$ cat config.mk
export PLATFORM = sky130hd
export DESIGN_NAME = pulse_speed_step_regulator
export DESIGN_NICKNAME = d
export VERILOG_FILES = /design/src/rtl/pssr_pkg.sv /design/src/rtl/pssr_core.sv /design/src/rtl/pulse_speed_step_regulator.sv
export SDC_FILE = /design/constraint.sdc
export NUM_CORES = 1
export LEC_CHECK = 0
export ABC_AREA = 1
export BUFFER_PORTS_ARGS = -buffer_cell sky130_fd_sc_hd__buf_2
export CAP_MARGIN = 20
export CORE_MARGIN = 1
export CORE_UTILIZATION = 25
export DETAILED_ROUTE_END_ITERATION = 16
export PLACE_DENSITY = 0.45
export SYNTH_ARGS = -nofsm -noshare
export SYNTH_HDL_FRONTEND = slang
export SYNTH_SLANG_ARGS = --single-unit
$ cat constraint.sdc
create_clock -name clk_i -period 16.8 [get_ports clk_i]
set_input_delay 3.36 -clock clk_i [delete_from_list [all_inputs] [get_ports clk_i]]
set_output_delay 3.36 -clock clk_i [all_outputs]
set_load 0.01 [all_outputs]
$ cat src/rtl/pssr_pkg.sv
// shared types and constants for the pulse speed step regulator
`timescale 1ns / 1ps
`default_nettype none

package pssr_pkg;

  // widths of the item and result fields
  localparam int unsigned ValW    = 16;
  localparam int unsigned ByteW   = 8;
  localparam int unsigned DigitW  = 4;
  localparam int unsigned ActionW = 2;
  localparam int unsigned CfgIdxW = 8;

  // stream packing
  localparam int unsigned InDataW  = 8;
  localparam int unsigned OutDataW = 40;
  localparam int unsigned OutUserW = 3;

  // event kinds
  typedef enum logic [ActionW-1:0] {
    ACT_RX_BYTE = 2'd0,
    ACT_PULSE   = 2'd1,
    ACT_TICK    = 2'd2,
    ACT_UNUSED  = 2'd3
  } action_e;

  // register indexes
  localparam logic [CfgIdxW-1:0] RegDutyMax    = 8'd0;
  localparam logic [CfgIdxW-1:0] RegCoarseStep = 8'd1;

  // register reset values
  localparam logic [ValW-1:0] DutyMaxRst    = 16'd499;
  localparam logic [ValW-1:0] CoarseStepRst = 16'd50;

  // character codes and step limits
  localparam logic [ByteW-1:0] CharZero  = 8'd48;
  localparam logic [ByteW-1:0] CharNine  = 8'd57;
  localparam logic [ByteW-1:0] CharCr    = 8'd13;
  localparam logic [ValW-1:0]  FineLimit = 16'd5;
  localparam logic [ValW-1:0]  MaxVal    = 16'hFFFF;

  // regulator state
  typedef struct packed {
    logic [ValW-1:0] digit_acc;
    logic [ValW-1:0] target_speed;
    logic [ValW-1:0] pulse_count;
    logic [ValW-1:0] duty_value;
    logic            armed;
  } reg_state_t;

  // configuration registers
  typedef struct packed {
    logic [ValW-1:0] duty_max;
    logic [ValW-1:0] coarse_down_step;
  } reg_cfg_t;

  // one result word
  typedef struct packed {
    logic              echo_valid;
    logic [DigitW-1:0] echo_digit;
    logic              setpoint_done;
    logic              speed_valid;
    logic [ValW-1:0]   measured_speed;
    logic [ValW-1:0]   duty;
  } reg_result_t;

endpackage

`default_nettype wire

$ cat src/rtl/pssr_core.sv
// event evaluation: next regulator state and the result word for one event
`timescale 1ns / 1ps
`default_nettype none

module pssr_core (
  input  pssr_pkg::reg_state_t              state_i,
  input  pssr_pkg::reg_cfg_t                cfg_i,
  input  logic [pssr_pkg::ActionW-1:0]      action_i,
  input  logic [pssr_pkg::ByteW-1:0]        rx_byte_i,
  output pssr_pkg::reg_state_t              state_o,
  output pssr_pkg::reg_result_t             result_o
);
  import pssr_pkg::*;

  logic              is_digit;
  logic [DigitW-1:0] digit;
  logic [ValW+3:0]   acc_wide;
  logic [ValW-1:0]   acc_sat;
  logic [ValW-1:0]   speed;
  logic [ValW-1:0]   err_up;
  logic [ValW-1:0]   err_dn;
  logic [2:0]        inc;
  logic [ValW-1:0]   dec;
  logic [ValW:0]     duty_up;
  logic [ValW-1:0]   duty_clamp;
  logic [ValW-1:0]   duty_reg;
  action_e           act;

  assign act = action_e'(action_i);

  // digit decode and decimal accumulate with saturation
  assign is_digit = (rx_byte_i >= CharZero) && (rx_byte_i <= CharNine);
  assign digit    = DigitW'(rx_byte_i - CharZero);
  assign acc_wide = ({4'd0, state_i.digit_acc} << 3) + ({4'd0, state_i.digit_acc} << 1)
                  + {16'd0, digit};
  assign acc_sat  = (acc_wide > {4'd0, MaxVal}) ? MaxVal : acc_wide[ValW-1:0];

  // tick regulation
  assign speed  = state_i.pulse_count;
  assign err_up = speed - state_i.target_speed;
  assign err_dn = state_i.target_speed - speed;

  // speed above target: fine step up to five
  always_comb begin
    if (err_up > FineLimit) begin
      inc = 3'd5;
    end else if (err_up > 16'd1) begin
      inc = 3'(err_up - 16'd1);
    end else begin
      inc = 3'd0;
    end
  end

  // speed below target: fine step or coarse step
  always_comb begin
    if (err_dn > FineLimit) begin
      dec = cfg_i.coarse_down_step;
    end else if (err_dn > 16'd1) begin
      dec = err_dn - 16'd1;
    end else begin
      dec = '0;
    end
  end

  assign duty_up    = (speed > state_i.target_speed)
                    ? {1'b0, state_i.duty_value} + {14'd0, inc}
                    : {1'b0, state_i.duty_value};
  assign duty_clamp = (duty_up > {1'b0, cfg_i.duty_max}) ? cfg_i.duty_max
                                                         : duty_up[ValW-1:0];

  always_comb begin
    if (speed < state_i.target_speed) begin
      duty_reg = (duty_clamp > dec) ? duty_clamp - dec : '0;
    end else if (speed == state_i.target_speed) begin
      duty_reg = '0;
    end else begin
      duty_reg = duty_clamp;
    end
  end

  // event dispatch
  always_comb begin
    state_o  = state_i;
    result_o = '0;
    unique case (act)
      ACT_RX_BYTE: begin
        if (is_digit) begin
          state_o.digit_acc   = acc_sat;
          result_o.echo_valid = 1'b1;
          result_o.echo_digit = digit;
        end else if (rx_byte_i == CharCr) begin
          state_o.target_speed   = state_i.digit_acc;
          state_o.digit_acc      = '0;
          state_o.armed          = 1'b1;
          result_o.setpoint_done = 1'b1;
        end
      end
      ACT_PULSE: begin
        if (state_i.pulse_count != MaxVal) begin
          state_o.pulse_count = state_i.pulse_count + 16'd1;
        end
      end
      ACT_TICK: begin
        state_o.pulse_count     = '0;
        result_o.speed_valid    = 1'b1;
        result_o.measured_speed = speed;
        if (state_i.armed) begin
          state_o.duty_value = duty_reg;
        end
      end
      default: begin
        state_o = state_i;
      end
    endcase
    result_o.duty = state_o.duty_value;
  end

endmodule

`default_nettype wire

$ cat src/rtl/pulse_speed_step_regulator.sv
// top level of the pulse speed step regulator: stream ports, registers, state
`timescale 1ns / 1ps
`default_nettype none

// Pulse speed step regulator.
// Input stream: one word per event. s_axis_tuser holds the event kind
// (received byte, pulse edge, control tick), s_axis_tdata the received byte.
// Digits build a decimal setpoint, carriage return latches it and arms the
// loop, pulse edges count, a tick reports the count and steps the PWM value.
// Output stream: exactly one result word per input word, in order.
// The word sits in the input register, then the event logic writes the output
// register. Throughput is one word per clock while the receiver does not stall;
// the state update is a single pass of compare and add logic between the input
// and output registers.
// When the receiver stalls, the output register holds its word and the input
// register takes one more word, after which s_axis_tready drops.
// Configuration writes (duty max, coarse down step) are always taken and must
// arrive while no event is in flight. Reset clears all state and the pipeline
// and loads the register defaults.
module pulse_speed_step_regulator (
  input  logic                                 clk_i,
  input  logic                                 rst_ni,
  // input stream
  input  logic                                 s_axis_tvalid,
  output logic                                 s_axis_tready,
  input  logic [pssr_pkg::InDataW-1:0]         s_axis_tdata,  // [7:0] rx_byte
  input  logic [pssr_pkg::ActionW-1:0]         s_axis_tuser,  // [1:0] action
  // output stream
  output logic                                 m_axis_tvalid,
  input  logic                                 m_axis_tready,
  // [3:0] echo_digit, [19:4] measured_speed, [35:20] duty, [39:36] zero
  output logic [pssr_pkg::OutDataW-1:0]        m_axis_tdata,
  // [0] echo_valid, [1] setpoint_done, [2] speed_valid
  output logic [pssr_pkg::OutUserW-1:0]        m_axis_tuser,
  // configuration writes
  input  logic                                 cfg_valid_i,
  output logic                                 cfg_ready_o,
  input  logic [pssr_pkg::CfgIdxW-1:0]         cfg_index_i,
  input  logic [pssr_pkg::ValW-1:0]            cfg_data_i
);
  import pssr_pkg::*;

  logic               in_valid_q;
  logic [ActionW-1:0] in_action_q;
  logic [ByteW-1:0]   in_byte_q;
  logic               out_valid_q;
  reg_result_t        out_res_q;
  reg_result_t        res_d;
  reg_state_t         state_q;
  reg_state_t         state_d;
  reg_cfg_t           cfg_q;
  logic               advance;

  // the input word moves on when the output register is free or drains
  assign advance       = in_valid_q && (!out_valid_q || m_axis_tready);
  assign s_axis_tready = !in_valid_q || advance;
  assign cfg_ready_o   = 1'b1;

  // configuration registers
  always_ff @(posedge clk_i or negedge rst_ni) begin
    if (!rst_ni) begin
      cfg_q.duty_max         <= DutyMaxRst;
      cfg_q.coarse_down_step <= CoarseStepRst;
    end else if (cfg_valid_i) begin
      if (cfg_index_i == RegDutyMax) begin
        cfg_q.duty_max <= cfg_data_i;
      end else if (cfg_index_i == RegCoarseStep) begin
        cfg_q.coarse_down_step <= cfg_data_i;
      end
    end
  end

  // input register
  always_ff @(posedge clk_i or negedge rst_ni) begin
    if (!rst_ni) begin
      in_valid_q <= 1'b0;
    end else if (s_axis_tready) begin
      in_valid_q <= s_axis_tvalid;
    end
  end

  always_ff @(posedge clk_i) begin
    if (s_axis_tready && s_axis_tvalid) begin
      in_action_q <= s_axis_tuser;
      in_byte_q   <= s_axis_tdata;
    end
  end

  // event logic
  pssr_core u_core (
    .state_i   (state_q),
    .cfg_i     (cfg_q),
    .action_i  (in_action_q),
    .rx_byte_i (in_byte_q),
    .state_o   (state_d),
    .result_o  (res_d)
  );

  // regulator state
  always_ff @(posedge clk_i or negedge rst_ni) begin
    if (!rst_ni) begin
      state_q <= '0;
    end else if (advance) begin
      state_q <= state_d;
    end
  end

  // output register
  always_ff @(posedge clk_i or negedge rst_ni) begin
    if (!rst_ni) begin
      out_valid_q <= 1'b0;
    end else if (advance) begin
      out_valid_q <= 1'b1;
    end else if (m_axis_tready) begin
      out_valid_q <= 1'b0;
    end
  end

  always_ff @(posedge clk_i) begin
    if (advance) begin
      out_res_q <= res_d;
    end
  end

  // output packing
  assign m_axis_tvalid = out_valid_q;
  assign m_axis_tdata  = {4'd0, out_res_q.duty, out_res_q.measured_speed,
                          out_res_q.echo_digit};
  assign m_axis_tuser  = {out_res_q.speed_valid, out_res_q.setpoint_done,
                          out_res_q.echo_valid};

endmodule

`default_nettype wire

### Yosys cells after proc, flatten, opt, wreduce, memory -nomap -nowiden

Cells that the tools add are included.

| storage, ports and cells | value |
|---|---|
| flip-flop bits (word level) | 148 |
| input bits | 39 |
| output and inout port bits | 46 |
| logic and storage cells | 88 |

| cells by class | value |
|---|---|
| $add $sub $neg | 10 |
| magnitude comparators | 11 |
| equal/unequal tests | 7 |
| multiplexer cells | 21 |
| bitwise gates (word level) | 3 |
| reduce and logical (&&, ||, !) cells | 19 |

Operators with widths:

| kind | count |
|---|---|
| 2-to-1 mux 16 bit | 11 |
| subtractor 16 bit | 3 |
| 2-to-1 mux 17 bit | 2 |
| > comparator 16 x 1 -> 1 bit, second input constant | 2 |
| > comparator 16 bit | 2 |
| > comparator 16 x 3 -> 1 bit, second input constant | 2 |
| 2-to-1 mux 32 bit | 1 |
| one-hot mux 16 bit (2 select lines) | 1 |
| adder 19 x 17 -> 20 bit | 1 |
| adder 20 x 4 -> 20 bit | 1 |
| > comparator 20 x 16 -> 1 bit, second input constant | 1 |
| adder 16 x 3 -> 17 bit | 1 |
| > comparator 17 x 16 -> 1 bit | 1 |
| adder 16 x 1 -> 16 bit, second input constant | 1 |
| == test 16 bit | 1 |
| less-than comparator 16 bit | 1 |
| != test 16 bit, second input constant | 1 |
| subtractor 16 x 1 -> 16 bit, second input constant | 1 |
| AND reduction 3 bit | 3 |
| == test 8 x 1 -> 1 bit, second input constant | 1 |
| == test 8 x 4 -> 1 bit, second input constant | 1 |
| >= comparator 8 x 6 -> 1 bit, second input constant | 1 |
| less-or-equal comparator 8 x 6 -> 1 bit, second input constant | 1 |
| logical NOT 8 bit | 1 |
| other kinds (17) | 29 |

### Longest topological paths before layout

Gate-level depths: netlist of the first run.

| depth | value |
|---|---|
| depth after elaboration | 13 |
| mapped depth | 54 |
| depth with buffers taken out | 53 |

### Cells and area by module

Synthesis of the first run repeated with hierarchy kept, for this count alone.

| second synthesis, totals | value |
|---|---|
| cell total of the unflattened synthesis | 1730 |
| area total of the unflattened synthesis | 12513.3 µm² |

Modules (own cells, without submodules):

| module | instances | cells each | area each (µm²) | sequential area each (µm²) |
|---|---|---|---|---|
| pssr_core | 1 | 1233 | 6993.0 | 0.0 |
| pulse_speed_step_regulator | 1 | 497 | 5520.3 | 3961.3 |

### Worst setup path before layout of the first run

OpenSTA, ideal clock, no wires.

| timing | value |
|---|---|
| path kind | input-to-output |
| from | input port m_axis_tready |
| to | output port s_axis_tready |
| arrival | 3.544 ns |
| required time | 13.440 ns |
| slack | 9.896 ns |
| stages | 2 |
| buffers on the path | 0 |
| cell sequence | inv_1 -> nand3_1 |

| on the way | value |
|---|---|
| word-level cells in the longest chain between the ends | 3 |

RTL lines:

| what | RTL line | source |
|---|---|---|
| start: declaration | pulse_speed_step_regulator.sv:30 | `input logic m_axis_tready,` |
| logical OR 1 bit | pulse_speed_step_regulator.sv:55 | `assign advance = in_valid_q && (!out_valid_q \|\| m_axis_tready);` |
| logical AND 1 bit | pulse_speed_step_regulator.sv:55 |  |
| logical OR 1 bit | pulse_speed_step_regulator.sv:56 | `assign s_axis_tready = !in_valid_q \|\| advance;` |
| end: declaration | pulse_speed_step_regulator.sv:25 | `output logic s_axis_tready,` |

Every way passes these cells.

==> results.sh, run 1 <==
export IMPL_status="complete, no violations"
export IMPL_fmax_mhz=118
export IMPL_cts_resized=0
export IMPL_h_tree_depth=4
export IMPL_antenna_found_initial=0
export IMPL_cp_slowest_stage_delay_ns=0.53
export IMPL_cp_required_ns=17.05
export IMPL_syn_area_per_cell_sq_um=7.31
export IMPL_synth_edff_count=49
export IMPL_wl_per_cell_um=16.1
export IMPL_grtUsageTotal_pct=16.0
export IMPL_die_w_um=219
export IMPL_start_kind="flip-flop"
export IMPL_slowest_stage="nor2_1"
export IMPL_crit_arrival_ns=8.73
export IMPL_vias=10635
export IMPL_period_share_pct=50.5
export IMPL_dp_hpwl_um=30000
export IMPL_dr_first_iter_drc_count=688
export IMPL_ys_async_sr_fraction_pct=66.9
export IMPL_clk_path_buf_depth=2
export IMPL_syn_area_sq_um=11800
export IMPL_utilization_pct=28.7
export IMPL_cts_tree="built"
export IMPL_cts_buffers=17
export IMPL_clock_latency_ns=0.48
export IMPL_post_cts_buffers=0
export IMPL_routed_wl_met3_um=1220
export IMPL_cts_sinks=148
export IMPL_path_class="flip-flop to flip-flop"
export IMPL_start_util_pct=25.3
export IMPL_synth_seq_area_share_pct=33.6
export IMPL_antenna_cells=0
export IMPL_drv_slew=0
export IMPL_ant_nets=0
export IMPL_power_density_nw_per_um2=154
export IMPL_die_area_sq_um=48000
export IMPL_finalSetupTns_ns=0
export IMPL_crit_top_cell="nand2_1"
export IMPL_final_min_clock_period_ns=8.49
export IMPL_layout_nets=1826
export IMPL_ys_warn_count=0
export IMPL_skew_ns=0.0147
export IMPL_grt_pass1_wl_um=58500
export IMPL_root_buffer="clkbuf_16"
export IMPL_synthCells=1614
export IMPL_io_pins=85
export IMPL_ir_drop_mv=0.0799
export IMPL_wirelength_um=37100
export IMPL_path_max_fanout=17
export IMPL_wl_met1_um=17300
export IMPL_wl_met2_um=17800
export IMPL_routed_via_density=4.63
export IMPL_worstMarginPinSlew_ns=1.03
export IMPL_synth_ff_type="dfrtp_1"
export IMPL_power_leakage_nw=6.49
export IMPL_grt_overflow=0
export IMPL_drt_first_pass_iters=4
export IMPL_die_h_um=219
export IMPL_yosysUniqueCellTypes=57
export IMPL_maxSlewHeadroom_pct=31.0
export IMPL_cp_end_kind="flip-flop"
export IMPL_grt_pass1_vias=10582
export IMPL_core_rowCount=79
export IMPL_nFillCells=5100
export IMPL_syn_to_final_growth_pct=13.2
export IMPL_rsz0062_at_grt="no"
export IMPL_hold_viol=0
export IMPL_worst_path_buf_inv=4
export IMPL_top_layer="met4"
export IMPL_max_cap_viol_count=0
export IMPL_drive_gt1_share_pct=9.75
export IMPL_core_area_sq_um=46600
export IMPL_finalSetupViolCount=0
export IMPL_gp_congestion=0.948
export IMPL_grt_start_max_net_pins=66
export IMPL_synth_seq_cells=148
export IMPL_crit_family="simple AND/OR/NAND/NOR gates"
export IMPL_clk_pin_slew_ns=0.07
export IMPL_remaining_drc_errors=0
export IMPL_numPortBuffers=79
export IMPL_ctsHoldBuffers=0
export IMPL_holdCritPathClass="flip-flop to flip-flop"
==> synthesized netlist by cell type, types with 3 or more instances <==
| cell | instances | area (sq um) |
|---|---|---|
| nor3b_1 | 3 | 22.5 |
| xor2_1 | 42 | 368 |
| dfstp_2 | 10 | 263 |
| o31ai_1 | 3 | 22.5 |
| edfxtp_1 | 49 | 1470 |
| xnor2_1 | 15 | 131 |
| nand3b_1 | 10 | 75.1 |
| and2_1 | 16 | 100 |
| inv_1 | 219 | 822 |
| fa_1 | 6 | 120 |
| buf_2 | 6 | 30.0 |
| o21bai_1 | 8 | 60.1 |
| dfrtp_1 | 89 | 2230 |
| nor2_1 | 136 | 510 |
| nand3_2 | 4 | 40.0 |
| a21boi_0 | 11 | 82.6 |
| nand3_1 | 112 | 561 |
| nor4_1 | 6 | 37.5 |
| a31oi_1 | 3 | 18.8 |
| ha_1 | 102 | 1280 |
| a21oi_1 | 82 | 410 |
| nand2_4 | 4 | 45.0 |
| nand2_1 | 415 | 1560 |
| o21ai_1 | 21 | 105 |
| nand2_2 | 14 | 87.6 |
| o21ai_0 | 100 | 500 |
| nand4_1 | 18 | 113 |
| nor3_1 | 28 | 140 |
| a21boi_1 | 5 | 37.5 |
| clkbuf_1 | 18 | 67.6 |
| a21o_1 | 7 | 52.6 |
| nor2_4 | 3 | 33.8 |
| nor2_2 | 3 | 18.8 |
| buf_4 | 11 | 82.6 |
| o21a_1 | 4 | 30.0 |
==> registers in the layout, indices dropped and copies added, names as in the netlist <==
name	count
cfg_q	32
in_action_q	2
in_byte_q	8
in_valid_q	1
m_axis_tdata	36
m_axis_tuser	3
m_axis_tvalid	1
state_q	65
==> area by class of cell <==
class	count	area, sq um	share of cell area (%)
Clock buffer	18	429	3.22
Clock inverter	14	143	1.07
Inverter	221	832	6.23
Multi-Input combinational cell	1207	6780	50.8
Sequential cell	148	3960	29.7
Tap cell	607	759	5.69
Timing Repair Buffer	84	443	3.32
==> cell families after synthesis <==
| family | after synthesis | share of synthesized area, % |
|---|---|---|
| other | 2 | 0.0637 |
| AND/OR/NAND/NOR | 780 | 29.0 |
| adder cells (fa/ha/maj) | 108 | 11.8 |
| XOR/XNOR | 59 | 4.51 |
| buffers and inverters | 262 | 9.05 |
| flip-flops | 148 | 33.6 |
| AO/OA/AOI/OAI | 255 | 12.0 |
==> tightest hold or removal path, delay by kind of cell, from the launching register on <==
family	cells	cell delay (ns)
DFF	1	0.32
AOI/OAI and AO/OA	1	0.06
buffers and inverters	1	0.05
==> cells in the final DEF, fill, tap and decap left out, types with 3 or more instances in the layout <==
| cell type | netlist | final |
|---|---|---|
| edfxtp_1 | 49 | 49 |
| nor2_1 | 136 | 135 |
| and2_1 | 16 | 16 |
| a21o_1 | 7 | 7 |
| nand2_4 | 4 | 4 |
| a21boi_0 | 11 | 11 |
| nand2_2 | 14 | 14 |
| nor3b_1 | 3 | 3 |
| nand2_1 | 415 | 415 |
| clkbuf_16 | 0 | 17 |
| nand3_2 | 4 | 4 |
| xnor2_1 | 15 | 15 |
| clkinvlp_4 | 0 | 3 |
| inv_1 | 219 | 219 |
| a21boi_1 | 5 | 5 |
| o21a_1 | 4 | 4 |
| conb_1 | 2 | 5 |
| nor2_4 | 3 | 3 |
| o21bai_1 | 8 | 8 |
| nand3_1 | 112 | 112 |
| buf_2 | 6 | 78 |
| dfrtp_1 | 89 | 89 |
| ha_1 | 102 | 102 |
| xor2_1 | 42 | 42 |
| inv_6 | 0 | 5 |
| dfstp_2 | 10 | 10 |
| buf_4 | 11 | 4 |
| fa_1 | 6 | 6 |
| o21ai_0 | 100 | 100 |
| nor4_1 | 6 | 6 |
| a31oi_1 | 3 | 3 |
| clkinv_4 | 0 | 4 |
| a21oi_1 | 82 | 82 |
| o21ai_1 | 21 | 21 |
| o31ai_1 | 3 | 3 |
| nor2_2 | 3 | 4 |
| nand3b_1 | 10 | 10 |
| nor3_1 | 28 | 28 |
| nand4_1 | 18 | 18 |
==> metrics by stage <==
step | worst slack [ns] | std cells | area (sq um) | power (mW) | hold slack, ns
finish | 8.31 | 2299 | 13300 | 2.06 | 0.469
detailed placement | 8.49 | 2265 | 12800 | 1.68 | 0.456
floorplan | 9.90 | 1617 | 11800 | 1.34 | 0.428
CTS | 8.40 | 2297 | 13300 | 2.07 | 0.472
global route | 7.51 | 2299 | 13300 | 2.24 | 0.483
global placement | 8.56 | 2265 | 12800 | 1.69 | 0.446
==> layer usage <==
layer | vias up | track usage (%)
met5 | - | 0
met4 | 0 | 5.72
met3 | 48 | 3.04
met2 | 201 | 26.9
met1 | 5001 | 20.4
li1 | 5385 | -
==> final timing paths <==
| kind | startpoint | end | slack, ns | cells past startpoint |
|---|---|---|---|---|
| hold reg to reg | state_q[0]$_DFFE_PN0P_ | state_q[0]$_DFFE_PN0P_ | 0.47 | 2 |
| hold / removal | state_q[0]$_DFFE_PN0P_ | state_q[0]$_DFFE_PN0P_ | 0.47 | 2 |
| min in group asynchronous | rst_ni | state_q[6]$_DFFE_PN0P_ | 2.96 | 1 |
| max in group asynchronous | rst_ni | state_q[34]$_DFFE_PN0P_ | 12.70 | 2 |
| setup / recovery | state_q[22]$_DFFE_PN0P_ | m_axis_tdata[31]$_DFFE_PP_ | 8.31 | 45 |
| setup reg to reg | state_q[22]$_DFFE_PN0P_ | m_axis_tdata[31]$_DFFE_PP_ | 8.31 | 45 |
==> power breakdown <==
| part | leakage (nW) | switching (mW) | internal [mW] |
|---|---|---|---|
| registers | 1.70 | 0.0470 | 0.439 |
| logic | 4.51 | 0.791 | 0.403 |
| clock network | 0.270 | 0.171 | 0.207 |
Note: power is estimated with default switching activity, not from simulation.
==> run 2, diff against run 1 <==
--- a/config.mk
+++ b/config.mk
@@ -5,7 +5,7 @@
 export SDC_FILE = /design/constraint.sdc
 export NUM_CORES = 1
 export LEC_CHECK = 0
-export ABC_AREA = 1
+export ABC_AREA = 0
 export BUFFER_PORTS_ARGS = -buffer_cell sky130_fd_sc_hd__buf_2
 export CAP_MARGIN = 20
 export CORE_MARGIN = 1
==> constraint.sdc (replaced) <==
create_clock -name clk_i -period 7.9 [get_ports clk_i]
set_input_delay 1.58 -clock clk_i [delete_from_list [all_inputs] [get_ports clk_i]]
set_output_delay 1.58 -clock clk_i [all_outputs]
set_load 0.01 [all_outputs]
==> run 2 against run 1 <==
Compared with the run above: critical path depth down 3; non-clock buffer count increased by 168; combinational power increased by 10%; highest routed layer unchanged; synthesized cell count is 28% lower; clock skew rose by 0.00073 ns; clock power grew 120%; global-route usage down 0.64 points; cell count shrank 16%; die area down 9.3%; sequential power grew 83%; critical endpoint is now m_axis_tdata[26]$_DFFE_PP_; setup slack worse by 8.3 ns; sequential cell count stayed put; largest cell class unchanged.
==> results.sh, run 2 <==
export IMPL_io_pins=85
export IMPL_synth_top_cell_area_share_pct=20.8
export IMPL_final_min_clock_period_ns=7.87
export IMPL_syn_area_per_cell_sq_um=9.24
export IMPL_drv_slew=0
export IMPL_ys_async_sr_fraction_pct=66.9
export IMPL_wirelength_um=32600
export IMPL_rsz0062_at_grt="yes"
export IMPL_dpl_cell_count=1874
export IMPL_grt_overflow=0
export IMPL_grt_pass1_wl_um=51800
export IMPL_period_share_pct=99.6
export IMPL_vias=9118
export IMPL_nFillCells=4372
export IMPL_yosys_top_cells_count="ha_1 (102), nand2_1 (102), o21ai_0 (93), dfrtp_1 (89), nor2_1 (82)"
export IMPL_power_leakage_nw=6.42
export IMPL_gp_congestion=0.879
export IMPL_top_register="state_q"
export IMPL_fin_area_sq_um=14300
export IMPL_antenna_cells=0
export IMPL_largest_register_ffs=65
export IMPL_crit_arrival_ns=8.03
export IMPL_cts_sinks=148
export IMPL_finalSetupViolCount=0
export IMPL_root_buffer="clkbuf_16"
export IMPL_slowest_stage="or4_4"
export IMPL_ys_warn_count=0
export IMPL_die_w_um=209
export IMPL_remaining_drc_errors=0
export IMPL_holdCritPathClass="flip-flop to flip-flop"
export IMPL_synth_seq_area_share_pct=37.1
export IMPL_hold_viol=0
export IMPL_wl_per_cell_um=16.9
export IMPL_synth_seq_cells=148
export IMPL_cts_tree="built"
export IMPL_path_max_fanout=8
export IMPL_antenna_found_initial=0
export IMPL_grtUsageTotal_pct=15.4
export IMPL_synthCells=1157
export IMPL_drt_first_pass_iters=4
export IMPL_clk_path_buf_depth=2
export IMPL_h_tree_depth=4
export IMPL_yosysUniqueCellTypes=76
export IMPL_power_density_nw_per_um2=212
export IMPL_routed_via_density=4.73
export IMPL_maxSlewHeadroom_pct=33.6
export IMPL_start_kind="flip-flop"
export IMPL_layout_commonest_cell="buf_4"
export IMPL_fmax_mhz=127
export IMPL_layout_nets=1523
export IMPL_die_h_um=209
export IMPL_skew_ns=0.0154
export IMPL_clk_pin_slew_ns=0.07
export IMPL_ctsHoldBuffers=0
export IMPL_clock_latency_ns=0.45
export IMPL_status="complete, no violations"
export IMPL_cp_required_ns=8.06
export IMPL_drive_gt1_share_pct=33.2
export IMPL_dr_first_iter_drc_count=384
export IMPL_layout_common_cells="buf_4 (164), nand2_1 (100), dfrtp_1 (88), ha_1 (87), buf_2 (78)"
export IMPL_finalSetupTns_ns=0
export IMPL_dp_hpwl_um=25800
export IMPL_start_util_pct=25.4
export IMPL_syn_area_sq_um=10700
export IMPL_yosysTopAreaCell="dfrtp_1"
export IMPL_path_class="flip-flop to flip-flop"
export IMPL_core_rowCount=75
export IMPL_grt_pass1_vias=9394
export IMPL_ir_drop_mv=0.140
export IMPL_cts_buffers=17
export IMPL_cp_end_kind="flip-flop"
export IMPL_dpl_instance_area_sq_um=12800
export IMPL_syn_to_final_growth_pct=33.6
export IMPL_cp_slowest_stage_delay_ns=0.46
export IMPL_utilization_pct=34.0
export IMPL_grt_start_max_net_pins=65
export IMPL_worstMarginPinSlew_ns=0.993
export IMPL_synth_ff_type="dfrtp_1"
export IMPL_ant_nets=0
export IMPL_max_cap_viol_count=0
export IMPL_die_area_sq_um=43600
export IMPL_core_area_sq_um=42000
export IMPL_final_cells=1928
export IMPL_synth_edff_count=49
export IMPL_numPortBuffers=79
export IMPL_synth_area_top_cells="dfrtp_1 (21%), edfxtp_1 (14%), ha_1 (12%), o21ai_0 (4.4%), mux2_2 (4.3%)"
run 2: report_power, final:
group / switching [mW] / internal (mW) / leakage [nW]
registers: 0.0414 / 0.848 / 1.76
clock network: 0.377 / 0.447 / 0.278
logic: 0.718 / 0.590 / 4.38
run 2: cell type report:
type	count	area (sq um)	area share [%]
Multi-Input combinational cell	881	7040	49.3
Sequential cell	148	3960	27.7
Timing Repair Buffer	252	1740	12.2
Tap cell	539	674	4.72
Clock buffer	17	425	2.98
Inverter	76	285	2.00
Clock inverter	15	156	1.10
run 2: cells by family (layout without fill, tap and decap cells):
kind of cell,Yosys count,after routing,share of synthesized area (%)
adders and majority gates,108,108,13.1
buffers and inverters,131,360,5.11
muxes,57,57,5.83
other,2,5,0.0702
AOI/OAI and AO/OA,290,290,16.9
xor gates and xnor gates,68,68,5.57
DFF,148,148,37.1
and+or+nand+nor,353,353,16.4
run 2: per-stage QoR:
stage / hold WS [ns] / worst slack [ns] / power, mW
after floorplan: 0.448 / 0.00576 / 1.62
after global routing: 0.510 / -0.355 / 3.21
after CTS: 0.484 / -0.0661 / 2.94
after detailed placement: 0.476 / -0.698 / 2.02
final: 0.483 / 0.0326 / 3.02
after global placement: 0.467 / -0.557 / 2.02
run 2: layer usage:
layer	vias to the layer above	track usage [%]	share of wire [%]
met5	-	0	0
met4	0	5.40	2.5
met3	37	2.54	2.1
met2	114	28.3	52
met1	4399	17.9	43
li1	4568	-	-
run 2: path summary, 6_finish.rpt:
kind                                               from                    endpoint  slack, ns  depth (start not counted)
worst max-delay path            state_q[17]$_DFFE_PN0P_  m_axis_tdata[26]$_DFFE_PP_       0.03                         42
max in group asynchronous                        rst_ni     state_q[34]$_DFFE_PN0P_       5.51                          2
worst min-delay path             in_valid_q$_DFFE_PN0N_   m_axis_tvalid$_DFFE_PN0P_       0.48                          1
worst min register to register   in_valid_q$_DFFE_PN0N_   m_axis_tvalid$_DFFE_PN0P_       0.48                          1
min in group asynchronous                        rst_ni       cfg_q[13]$_DFFE_PN0P_       1.10                          1
worst max register to register  state_q[17]$_DFFE_PN0P_  m_axis_tdata[26]$_DFFE_PP_       0.03                         42
run 2: critical path, delay by kind of cell (launching register included):
family,cells,cell delay (ns)
AND/OR/NAND/NOR,14,2.36
AO/OA/AOI/OAI,14,2.03
adder cells (fa/ha/maj),7,1.88
buffers and inverters,5,0.52
XOR/XNOR,2,0.42
flip-flops,1,0.35
run 2: timing repair:
action,4_1_cts,5_1_grt
pin swaps,37,37
resized for setup,66,81
buffers inserted,11,10
endpoints found under the setup margin,32,32
